[src/rtl/vrm_pkg.sv]
package vrm_pkg;

   localparam int GRID_X_DEF = 16;
   localparam int GRID_Y_DEF = 16;
   localparam int GRID_Z_DEF = 16;

   localparam int FRAC_W    = 16;
   localparam int FIX_ONE   = 65536;
   localparam int MARCH_DIV = 50;
   localparam int STEP_Z    = FIX_ONE / MARCH_DIV;

   localparam int COORD_W = 32;
   localparam int MAG_W   = 32;
   localparam int NUM_W   = MAG_W + FRAC_W;
   localparam int DEN_W   = MAG_W + 6;
   localparam int P_W     = 48;
   localparam int COLOR_W = 24;

   localparam logic [COLOR_W-1:0] MISS_COLOR = 24'hFF00FF;

   localparam logic [1:0] CSR_ORIGIN_X = 2'd0;
   localparam logic [1:0] CSR_ORIGIN_Y = 2'd1;
   localparam logic [1:0] CSR_ORIGIN_Z = 2'd2;

   localparam logic KIND_WRITE = 1'b0;
   localparam logic KIND_TRACE = 1'b1;

   typedef struct packed {
      logic clear_write;
      logic store_write;
      logic trace_load;
      logic den_load;
      logic div_start;
      logic div_sel;
      logic step_x_load;
      logic step_y_load;
      logic mem_read;
      logic advance;
      logic res_hit;
      logic res_miss;
   } cmd_type;

   typedef struct packed {
      logic clr_last;
      logic div_done;
      logic in_bounds;
      logic visible;
   } status_type;

endpackage

[src/rtl/vrm_ctrl.sv]
module vrm_ctrl (
   input  logic                clock,
   input  logic                reset,
   input  logic                req_valid,
   input  logic                req_kind,
   output logic                req_ready,
   output logic                rsp_valid,
   input  logic                rsp_ready,
   output vrm_pkg::cmd_type    cmd,
   input  vrm_pkg::status_type sts
);
   import vrm_pkg::*;

   typedef enum logic [8:0] {
      S_CLEAR = 9'b000000001,
      S_IDLE  = 9'b000000010,
      S_DEN   = 9'b000000100,
      S_XGO   = 9'b000001000,
      S_XWAIT = 9'b000010000,
      S_YGO   = 9'b000100000,
      S_YWAIT = 9'b001000000,
      S_MARCH = 9'b010000000,
      S_CHECK = 9'b100000000
   } state_type;

   state_type state_ff, state_in;
   logic      rsp_valid_ff, rsp_valid_in;
   logic      rsp_free, rsp_set;

   assign rsp_free  = !rsp_valid_ff || rsp_ready;
   assign req_ready = (state_ff == S_IDLE);

   always_comb begin
      state_in = state_ff;
      cmd      = '0;
      rsp_set  = 1'b0;
      case (state_ff)
         S_CLEAR: begin
            cmd.clear_write = 1'b1;
            if (sts.clr_last) state_in = S_IDLE;
         end
         S_IDLE: begin
            if (req_valid) begin
               if (req_kind == KIND_WRITE) begin
                  cmd.store_write = 1'b1;
               end else begin
                  cmd.trace_load = 1'b1;
                  state_in = S_DEN;
               end
            end
         end
         S_DEN: begin
            cmd.den_load = 1'b1;
            state_in = S_XGO;
         end
         S_XGO: begin
            cmd.div_start = 1'b1;
            state_in = S_XWAIT;
         end
         S_XWAIT: begin
            if (sts.div_done) begin
               cmd.step_x_load = 1'b1;
               state_in = S_YGO;
            end
         end
         S_YGO: begin
            cmd.div_start = 1'b1;
            cmd.div_sel   = 1'b1;
            state_in = S_YWAIT;
         end
         S_YWAIT: begin
            cmd.div_sel = 1'b1;
            if (sts.div_done) begin
               cmd.step_y_load = 1'b1;
               state_in = S_MARCH;
            end
         end
         S_MARCH: begin
            if (sts.in_bounds) begin
               cmd.mem_read = 1'b1;
               state_in = S_CHECK;
            end else if (rsp_free) begin
               cmd.res_miss = 1'b1;
               rsp_set  = 1'b1;
               state_in = S_IDLE;
            end
         end
         S_CHECK: begin
            if (sts.visible) begin
               if (rsp_free) begin
                  cmd.res_hit = 1'b1;
                  rsp_set  = 1'b1;
                  state_in = S_IDLE;
               end
            end else begin
               cmd.advance = 1'b1;
               state_in = S_MARCH;
            end
         end
         default: state_in = S_IDLE;
      endcase
      rsp_valid_in = rsp_set ? 1'b1 : (rsp_ready ? 1'b0 : rsp_valid_ff);
   end

   always_ff @(posedge clock) begin
      if (reset) begin
         state_ff     <= S_CLEAR;
         rsp_valid_ff <= 1'b0;
      end else begin
         state_ff     <= state_in;
         rsp_valid_ff <= rsp_valid_in;
      end
   end

   assign rsp_valid = rsp_valid_ff;

endmodule
[config.mk]
export PLATFORM = sky130hd
export DESIGN_NAME = vrm_ctrl
export DESIGN_NICKNAME = d
export VERILOG_FILES = /design/src/rtl/vrm_pkg.sv /design/src/rtl/vrm_ctrl.sv
export SDC_FILE = /design/constraint.sdc
export NUM_CORES = 1
export LEC_CHECK = 0
export BUFFER_PORTS_ARGS = -buffer_cell sky130_fd_sc_hd__buf_2
export CAP_MARGIN = 20
export CORE_UTILIZATION = 40
export CTS_BUF_LIST = sky130_fd_sc_hd__clkbuf_8
export CTS_CLUSTER_SIZE = 14
export DETAILED_ROUTE_END_ITERATION = 6
export HOLD_SLACK_MARGIN = 0.05
export PLACE_DENSITY = 0.76
export SLEW_MARGIN = 0
export SYNTH_ARGS = -nofsm -noshare
export SYNTH_HDL_FRONTEND = slang
export SYNTH_SLANG_ARGS = --single-unit
[constraint.sdc]
create_clock -name clock -period 3.4 [get_ports clock]
set_clock_uncertainty 0.1 [all_clocks]
set_input_delay 0 -clock clock [delete_from_list [all_inputs] [get_ports clock]]
set_output_delay 0 -clock clock [all_outputs]
set_load 0.01 [all_outputs]
==> key figures, run 1 <==
Status
  – Status: completed

Logic synthesis
  – Ys flop type: dfxtp_1
  – Number of enable flip-flop cells after synthesis: 0
  – Mean Syn Cell Area: 8.13 um^2
  – Share of flip-flops with an asynchronous set or reset: 0%
  – Count of yosys warnings during synthesis: 0
  – Unique cell type count in the Yosys netlist: 39
  – Synth Cell Area: 716 um^2
  – Number of synthesized register bits: 10
  – Syn_nets: 97
  – Portion of the post-synthesis area used by sequential elements: 28.0%
  – Gate count of the mapped netlist: 88

Floorplan
  – Num rows: 14
  – Core area: 1590 um^2
  – Die outline area: 1960 um^2
  – Die Ht: 44.3 um
  – Die Width: 44.3 um
  – Initial cell density of the core: 44.9%
  – Number of top-level pins: 23

CTS
  – Number of buffers inserted to repair setup after CTS: 0
  – Insertion delay of the later-clocked pin in the worst-skew pair: 0.25 ns
  – TritonCTS buffer count: 3
  – Clock transition at the register clock pins on the worst setup and hold paths after CTS: 0.05 ns
  – Total number of H-tree levels: 1
  – CTS root buf: clkbuf_8
  – Clock tree from TritonCTS: yes
  – Count of clock tree sinks: 10
  – Worst-case clock buffer depth: 2

Min path
  – Hold/Removal Path Class: in -> reg
  – Hold Crit Depth: 3
  – Startpoint of the worst hold path: sts[1]
  – Destination of the worst hold path: state_ff[8]

Pwr
  – Static leakage: 0.465 nW
  – Power density over the cells: 331 nW/um^2
  – Peak supply drop: 0.000255 V

Timing
  – Worst Max-Slew Pin Slew: 0.460 ns
  – Time the worst path needs with I/O delays and setup: 2.10 ns
  – Smallest hold slack: 0.121 ns
  – Unrepaired setup endpoints after global routing: no
  – Final Cycle Share: 61.8%
  – Total Negative Setup Slacks: 0 ns
  – Number of hold violations in the final report: 0
  – Achievable frequency: 476 MHz
  – Final-report setup violation count: 0
  – Fin. max-slew vios: 0
  – Worst slew margin: 68.9%

Worst setup path
  – Data arrival at the endpoint of the critical path: 2.19 ns
  – Maximum fanout encountered on the critical timing path: 9
  – Required time reported for the critical path endpoint: 3.49 ns
  – Depth of the worst register-to-register path: 5
  – Capture point of the worst reg-to-reg path: rsp_valid
  – Path type of the worst setup path: reg -> reg
  – Setup crit end kind: register
  – Critical path launch point type: register
  – R2R setup slack: 1.30 ns
  – Reg2Reg Launch Point: state_ff[4]

Global route
  – Vias in the first global route: 646
  – Initial antenna violation count: 0
  – Global-route wire length before repair: 2640 um
  – Maximum number of pins on one net before global-route repair: 13
  – GR Util All Layers: 18.9%
  – Aggregate global routing overflow: 0

Placed design
  – Placed wire-length estimate: 1200 um
  – Final weighted congestion in routability-driven placement: 0.836
  – Total instance count after detailed placement: 130
  – Port-buffer cells: 22

Finish
  – Final Instance Count excl. Fillers: 139
  – Fraction of final layout cells sized beyond drive strength 1: 25.2%
  – Inserted Diodes: 0
  – # nets final: 126
  – Relative area change from synthesis to final layout: 29.7%
  – Final core utilization: 58.2%
  – Top library cells by usage in the layout, fill and taps aside: buf_2, nor2_1, dfxtp_1, and3_1
  – Most common library cell in the layout ignoring fill and taps: buf_2

Routing
  – Detailed Route WL: 1660 um
  – Detail Route Antenna Nets: 0
  – Vias after detailed routing: 743
  – Vias/cell: 5.35
  – Remaining DRCs: 0
  – Mean routed wirelength per cell: 11.9 um
  – Number of detailed-routing iterations run before antenna repair: 4
  – Initial DRC count: 11

Job
  – Max Cap Violations: 0
worst max-delay path, stage by stage, from the launching register on:
cell	delay [ns]
dfxtp_1	0.41
nor4_4	0.41
and4b_1	0.32
a21oi_1	0.12
a21oi_1	0.15
dlygate4sd3_1	0.55
power by group:
| group | switching (mW) | internal [mW] |
|---|---|---|
| sequential | 0.00611 | 0.121 |
| combinational | 0.0267 | 0.0250 |
| clock | 0.0510 | 0.0780 |
sequential cells by signal (all words and copies together) (netlist names):
signal	count
rsp_valid	1
state_ff	9
cells in the mapped netlist (2+ instances only):
library cell  instances  area share (%)
nor2_1               11             5.8
dfxtp_1              10              28
and3_1                7             6.1
nand2_1               6             3.1
a21oi_1               4             2.8
and2_1                3             2.6
and4b_1               3             4.2
inv_1                 3             1.6
nor3_1                3             2.1
xor2_1                3             3.7
and4_1                2             2.4
buf_2                 2             1.4
nand2b_1              2             1.7
nor4b_1               2             2.4
o21a_1                2             2.1
o21ai_0               2             1.4
cells by family after synthesis:
kind of cell           after synthesis  share of synthesized area, %
AO/OA/AOI/OAI                       17                          16.6
XOR/XNOR                             4                          4.90
buffers and inverters                7                          5.59
flip-flops                          10                          28.0
multiplexers                         1                          1.40
AND/OR/NAND/NOR                     49                          43.5
through the flow:
stage	worst slack, ns	total power, mW	cell area [um^2]
after floorplan	1.82	0.159	716
after CTS	1.30	0.309	928
after global placement	1.71	0.175	827
after detailed placement	1.70	0.175	827
final	1.30	0.308	928
after global routing	1.18	0.320	928
worst max-delay path by stage:
stage	from	end	depth (start not counted)
2_1_floorplan	state_ff[5]	state_ff[1]	5
6_report	state_ff[4]	rsp_valid	5
3_3_place_gp	state_ff[4]	state_ff[5]	5
3_5_place_dp	state_ff[4]	state_ff[5]	5
5_1_grt	state_ff[4]	rsp_valid	5
4_1_cts	state_ff[4]	rsp_valid	5
metal layers:
layer  part of all wire (%)  global-route usage [%]  up-vias
met5                      0                       0        -
met4                    3.6                    10.9        0
met3                    7.1                    7.35        7
met2                     43                    28.8       31
met1                     47                    22.5      329
li1                       -                       -      376
final cells by class:
class / count / area [um^2]
Sequential cell: 10 / 200
Clock buffer: 3 / 41.3
Timing Repair Buffer: 28 / 170
Fill cell: 144 / 666
Multi-Input combinational cell: 71 / 475
Inverter: 3 / 11.3
Tap cell: 24 / 30.0
repair_timing:
| item | CTS | global route |
|---|---|---|
| hold buffers | 6 | 0 |
| hold endpoints to repair | 6 | 0 |
| gates resized for setup | 0 | 0 |
| setup endpoints to repair | 0 | 0 |
No activity file was read; power rests on OpenSTA's default activity.
==> run 2, diff against run 1 <==
Settings changed: ABC_AREA set to 1, PLACE_DENSITY 0.76 to 0.78.
Clock period 3.4 ns to 1.7 ns, I/O delays scaled along.
==> run 2 against run 1 <==
Sequential share of layout area is 1.5 points lower. Die area rose by 9.3%. Area after synthesis increased by 9.8%. First-iteration DRC count increased by 120%. Final cell count rose by 37%. Worst hold slack got worse by 0.049 ns. Cell area increased by 7.5%. Critical path type is now reg -> out. Largest cell class unchanged. Highest routed layer unchanged.
==> key figures, run 2 <==
Worst setup path
  – Required time reported for the critical path endpoint: 1.60 ns
  – Path type of the worst setup path: reg -> out
  – Slowest CP cell: dfxtp_1
  – Cell chain of the critical path: nor2_4 > nand2_2 > nor2_4 > nand2_1 > inv_1 > nand2_1 > nor2_1 > buf_2
  – Critical path launch point type: register
  – Buf/Inv on CP: 2
  – Crit-path leading delay family: simple AND/OR/NAND/NOR gates
  – Data arrival at the endpoint of the critical path: 1.44 ns
  – Setup crit end kind: output pin
  – Maximum fanout encountered on the critical timing path: 4
  – Longest individual stage delay on the worst path: 0.34 ns

CTS
  – Clock transition at the register clock pins on the worst setup and hold paths after CTS: 0.05 ns
  – Insertion delay of the later-clocked pin in the worst-skew pair: 0.23 ns
  – TritonCTS buffer count: 3
  – Clock tree from TritonCTS: yes
  – Worst-case clock buffer depth: 2
  – Count of clock tree sinks: 10
  – CTS root buf: clkbuf_8
  – Total number of H-tree levels: 1
  – Number of buffers inserted to repair setup after CTS: 0

Timing
  – Achievable frequency: 649 MHz
  – Worst slew margin: 81.7%
  – Unrepaired setup endpoints after global routing: no
  – Number of hold violations in the final report: 0
  – Final Cycle Share: 90.6%
  – Time the worst path needs with I/O delays and setup: 1.54 ns
  – Total Negative Setup Slacks: 0 ns
  – Worst Max-Slew Pin Slew: 0.273 ns
  – Fin. max-slew vios: 0
  – Final-report setup violation count: 0

Floorplan
  – Num rows: 15
  – Die outline area: 2150 um^2
  – Initial cell density of the core: 44.1%
  – Number of top-level pins: 23
  – Die Width: 46.3 um
  – Die Ht: 46.3 um
  – Core area: 1780 um^2

Global route
  – Global-route wire length before repair: 2970 um
  – Maximum number of pins on one net before global-route repair: 10
  – Aggregate global routing overflow: 0
  – Vias in the first global route: 754
  – Initial antenna violation count: 0
  – GR Util All Layers: 19.4%

Routing
  – Vias/cell: 4.65
  – Initial DRC count: 24
  – Mean routed wirelength per cell: 9.75 um
  – Remaining DRCs: 0
  – Vias after detailed routing: 888
  – Detailed Route WL: 1860 um
  – Number of detailed-routing iterations run before antenna repair: 4
  – Detail Route Antenna Nets: 0

Finish
  – Relative area change from synthesis to final layout: 27.1%
  – Multi-input gate area in the final layout: 465 um^2
  – Area occupied by registers: 200 um^2
  – Inserted Diodes: 0
  – # nets final: 177
  – Top library cells by usage in the layout, fill and taps aside: nand2_1, inv_1, nor2_1, buf_2, nand3_1
  – Filler Cells Inserted: 177
  – Fraction of final layout cells sized beyond drive strength 1: 29.5%
  – Biggest register: state_ff
  – Most common library cell in the layout ignoring fill and taps: nand2_1
  – Max reg flops: 9

Logic synthesis
  – Commonest cells in the netlist: nand2_1, inv_1, nor2_1
  – Mean Syn Cell Area: 5.69 um^2
  – Gate count of the mapped netlist: 138
  – Number of synthesized register bits: 10
  – Ys flop type: dfxtp_1
  – Portion of the post-synthesis area used by sequential elements: 25.5%
  – Syn_nets: 147
  – Share of flip-flops with an asynchronous set or reset: 0%
  – Unique cell type count in the Yosys netlist: 19
  – Most common cell in the netlist: nand2_1
  – Number of enable flip-flop cells after synthesis: 0
  – Portion of synthesized cell area occupied by the leading cell type: 25.5%
  – Area leader, netlist: dfxtp_1
  – Synth Cell Area: 786 um^2
  – Count of yosys warnings during synthesis: 0
  – Cell types with the largest area share after synthesis: dfxtp_1, nand2_1, inv_1

Job
  – Max Cap Violations: 0

Pwr
  – Power density over the cells: 1080 nW/um^2
  – Total Power: 1.08 mW
  – Static leakage: 0.616 nW
  – Peak supply drop: 0.000433 V

Min path
  – Hold/Removal Path Class: in -> reg

Placed design
  – Final weighted congestion in routability-driven placement: 0.864
  – Port-buffer cells: 22
  – Placed wire-length estimate: 1470 um

Status
  – Status: completed
-- run 2: cell types whose count changed after synthesis, sizes merged, moves of 4 or more --
cell   previous run  this run
nand2             6        37
and3              7         0
buf               4         0
nor2             11        36
inv               3        31
nand3             0        12
-- run 2: cell type report --
cell class                 count  area share, %
inverter                      32           12.0
sequential                    10           20.1
clock buffer                   3           4.14
tap                           25           3.13
timing repair buffer          25           14.0
multi-input combinational     96           46.6
-- run 2: metal layers --
layer / global-route usage (%) / up-vias / part of all wire, %
li1: - / 470 / -
met5: 0 / - / 0
met3: 3.53 / 4 / 4.2
met4: 14.1 / 0 / 2.1
met1: 22.9 / 382 / 47
met2: 30.8 / 32 / 47
-- run 2: tightest hold or removal path, cell delays in order --
cell,delay (ns)
buf_2,0.07
nor2_1,0.07
o21ai_0,0.17
inv_1,0.04
-- run 2: kinds of logic (layout without fill, tap and decap cells) --
logic type             count (synthesis)  in the layout  share of synthesized area, %
DFF                                   10             10                          25.5
AOI/OAI and AO/OA                      5              5                          3.18
buffers and inverters                 32             60                          15.3
and+or+nand+nor                       91             91                          56.1
-- run 2: final timing paths --
check | start | end | slack (ns) | cells after the start
setup reg to reg | state_ff[3] | state_ff[6] | 0.22 | 10
hold / removal | rsp_ready | rsp_valid | 0.07 | 4
setup / recovery | state_ff[3] | cmd[10] | 0.16 | 8
hold reg to reg | state_ff[8] | state_ff[8] | 0.45 | 2
-- run 2: where the power goes --
group | internal (mW) | total, mW | switching (mW)
registers | 0.270 | 0.304 | 0.0343
clock network | 0.155 | 0.244 | 0.0890
logic | 0.179 | 0.528 | 0.349
-- run 2: timing repair --
item | in CTS | in global routing
hold buffers | 3 | 0
endpoints found under the hold margin | 3 | 0
gates resized for setup | 0 | 0
-- run 2: per-stage QoR --
| step | cells | util (%) | setup WS, ns | hold WS [ns] | area, um^2 |
|---|---|---|---|---|---|
| floorplan | 138 | - | 0.322 | -0.0525 | 786 |
| global placement | 185 | 52.0 | 0.280 | 0.121 | 927 |
| detailed placement | 185 | 52.0 | 0.248 | 0.104 | 927 |
| CTS | 191 | 56.0 | 0.164 | 0.0691 | 998 |
| global route | 191 | 56.0 | 0.0362 | 0.120 | 998 |
| finish | 191 | 56.0 | 0.160 | 0.0727 | 998 |
==> run 3, diff against run 2 <==
Settings changed: GPL_ROUTABILITY_DRIVEN set to 1, MAX_ROUTING_LAYER set to met4, SKIP_LAST_GASP set to 1.
==> run 3 against run 2 <==
First-iteration DRC count is 67% higher. Final cell count stayed put. Count of clock-buffer cells in the layout stayed put. Via count is 3.4% higher. Critical path type unchanged. Total power is 0.97% higher. Critical path depth stayed put. Die area stayed put. Sequential power hardly changed. Flip-flop and latch count stayed put.
==> key figures, run 3 (synthesis gave the netlist of run 2 again) <==
Global route
  – Initial antenna violation count: 0
  – Global-route wire length before repair: 3200 um
  – GR Util All Layers: 21.6%
  – Aggregate global routing overflow: 0
  – Vias in the first global route: 798
  – Maximum number of pins on one net before global-route repair: 10

Finish
  – Biggest register: state_ff
  – Max reg flops: 9
  – # nets final: 177
  – Relative area change from synthesis to final layout: 27.1%
  – Top library cells by usage in the layout, fill and taps aside: nand2_1, inv_1, nor2_1, buf_2, nand3_1
  – Fraction of final layout cells sized beyond drive strength 1: 29.5%
  – Most common library cell in the layout ignoring fill and taps: nand2_1
  – Final Cell Area: 998 um^2
  – Inserted Diodes: 0

Timing
  – Fin. max-slew vios: 0
  – Unrepaired setup endpoints after global routing: no
  – Time the worst path needs with I/O delays and setup: 1.54 ns
  – Final-report setup violation count: 0
  – Worst slew margin: 83.4%
  – Total Negative Setup Slacks: 0 ns
  – Final Cycle Share: 90.5%
  – Number of hold violations in the final report: 0
  – Achievable frequency: 650 MHz
  – Worst Max-Slew Pin Slew: 0.248 ns

Floorplan
  – Num rows: 15
  – Number of top-level pins: 23
  – Die Width: 46.3 um
  – Die outline area: 2150 um^2
  – Core area: 1780 um^2
  – Initial cell density of the core: 44.1%
  – Die Ht: 46.3 um

Worst setup path
  – Path type of the worst setup path: reg -> out
  – Maximum fanout encountered on the critical timing path: 4
  – Critical path depth: 8
  – Required time reported for the critical path endpoint: 1.60 ns
  – Reg2Reg Launch Point: state_ff[6]
  – Capture point of the worst reg-to-reg path: state_ff[6]
  – Depth of the worst register-to-register path: 10
  – Data arrival at the endpoint of the critical path: 1.44 ns
  – Critical path destination: cmd[9]
  – Critical path launch point type: register
  – Crit-path leading delay family: simple AND/OR/NAND/NOR gates
  – Buf/Inv on CP: 2
  – Longest individual stage delay on the worst path: 0.34 ns
  – Cell chain of the critical path: nor2_4 > nand2_2 > nor2_4 > nand2_1 > inv_1 > nand2_1 > nor2_1 > buf_2
  – Setup crit end kind: output pin
  – R2R setup slack: 0.20 ns
  – Startpoint of the most critical setup path: state_ff[3]
  – Slowest CP cell: dfxtp_1

CTS
  – Clock tree from TritonCTS: yes
  – Cts repair resizes: 0
  – CTS root buf: clkbuf_8
  – TritonCTS buffer count: 3
  – Clock transition at the register clock pins on the worst setup and hold paths after CTS: 0.05 ns
  – Count of clock tree sinks: 10
  – Worst-case clock buffer depth: 2
  – Insertion delay of the later-clocked pin in the worst-skew pair: 0.24 ns
  – Total number of H-tree levels: 1

Routing
  – Vias after detailed routing: 918
  – Detailed Route WL: 1950 um
  – Remaining DRCs: 0
  – Number of detailed-routing iterations run before antenna repair: 4
  – Vias/cell: 4.81
  – Detail Route Antenna Nets: 0
  – Initial DRC count: 40
  – Mean routed wirelength per cell: 10.2 um

Job
  – Max Cap Violations: 0

Pwr
  – Peak supply drop: 0.000463 V
  – Static leakage: 0.616 nW
  – Power density over the cells: 1090 nW/um^2

Status
  – Status: completed

Min path
  – Hold/Removal Path Class: in -> reg

Placed design
  – Placed cell areas: 927 um^2
  – Final weighted congestion in routability-driven placement: 0.877
  – Placed wire-length estimate: 1490 um
  – Port-buffer cells: 22
==> run 3: per-stage QoR <==
stage / util [%] / instances / power (mW) / hold slack (ns) / setup WS (ns)
floorplan: - / 138 / 0.710 / -0.0525 / 0.322
global route: 56.0 / 191 / 1.17 / 0.0871 / 0.0147
detailed placement: 52.0 / 185 / 0.824 / 0.104 / 0.267
finish: 56.0 / 191 / 1.09 / 0.0510 / 0.161
CTS: 56.0 / 191 / 1.08 / 0.0657 / 0.168
global placement: 52.0 / 185 / 0.812 / 0.121 / 0.283
==> run 3: layout make-up <==
class                      instances  area (um^2)
timing repair buffer              25          140
inverter                          32          120
multi-input combinational         96          465
sequential                        10          200
tap                               25         31.3
fill                             174          785
clock buffer                       3         41.3
==> run 3: worst min-delay path, cell delays in order <==
cell	delay [ns]
buf_2	0.08
nor2_1	0.06
o21ai_0	0.16
inv_1	0.04
==> run 3: how the worst min path moves through the flow <==
| stage | startpoint | to | depth (start not counted) |
|---|---|---|---|
| CTS | rsp_ready | rsp_valid | 4 |
| detailed placement | reset | state_ff[2] | 2 |
| finish | rsp_ready | rsp_valid | 4 |
| global route | rsp_ready | rsp_valid | 4 |
| global placement | reset | state_ff[2] | 2 |
| floorplan | req_kind | cmd[10] | 1 |
==> run 3: per-layer routing <==
layer | share of wire [%] | GRT usage (%) | wire length, um | up-vias
li1 | - | - | - | 470
met1 | 43 | 23.0 | 831 | 407
met2 | 49 | 37.8 | 963 | 31
met3 | 5.0 | 4.31 | 98 | 10
met4 | 2.7 | 10.0 | 53 | 0
met5 | 0 | - | 0 | -
==> run 3: report_power, final <==
part	internal, mW	switching, mW	total (mW)
Sequential	0.270	0.0341	0.304
Combinational	0.179	0.355	0.534
Clock	0.155	0.0937	0.249
Total	0.604	0.482	1.09
==> run 3: timing repair <==
item / CTS / global route
buffers inserted: 0 / 0
hold endpoints to repair: 3 / 0
hold buffers: 3 / 0
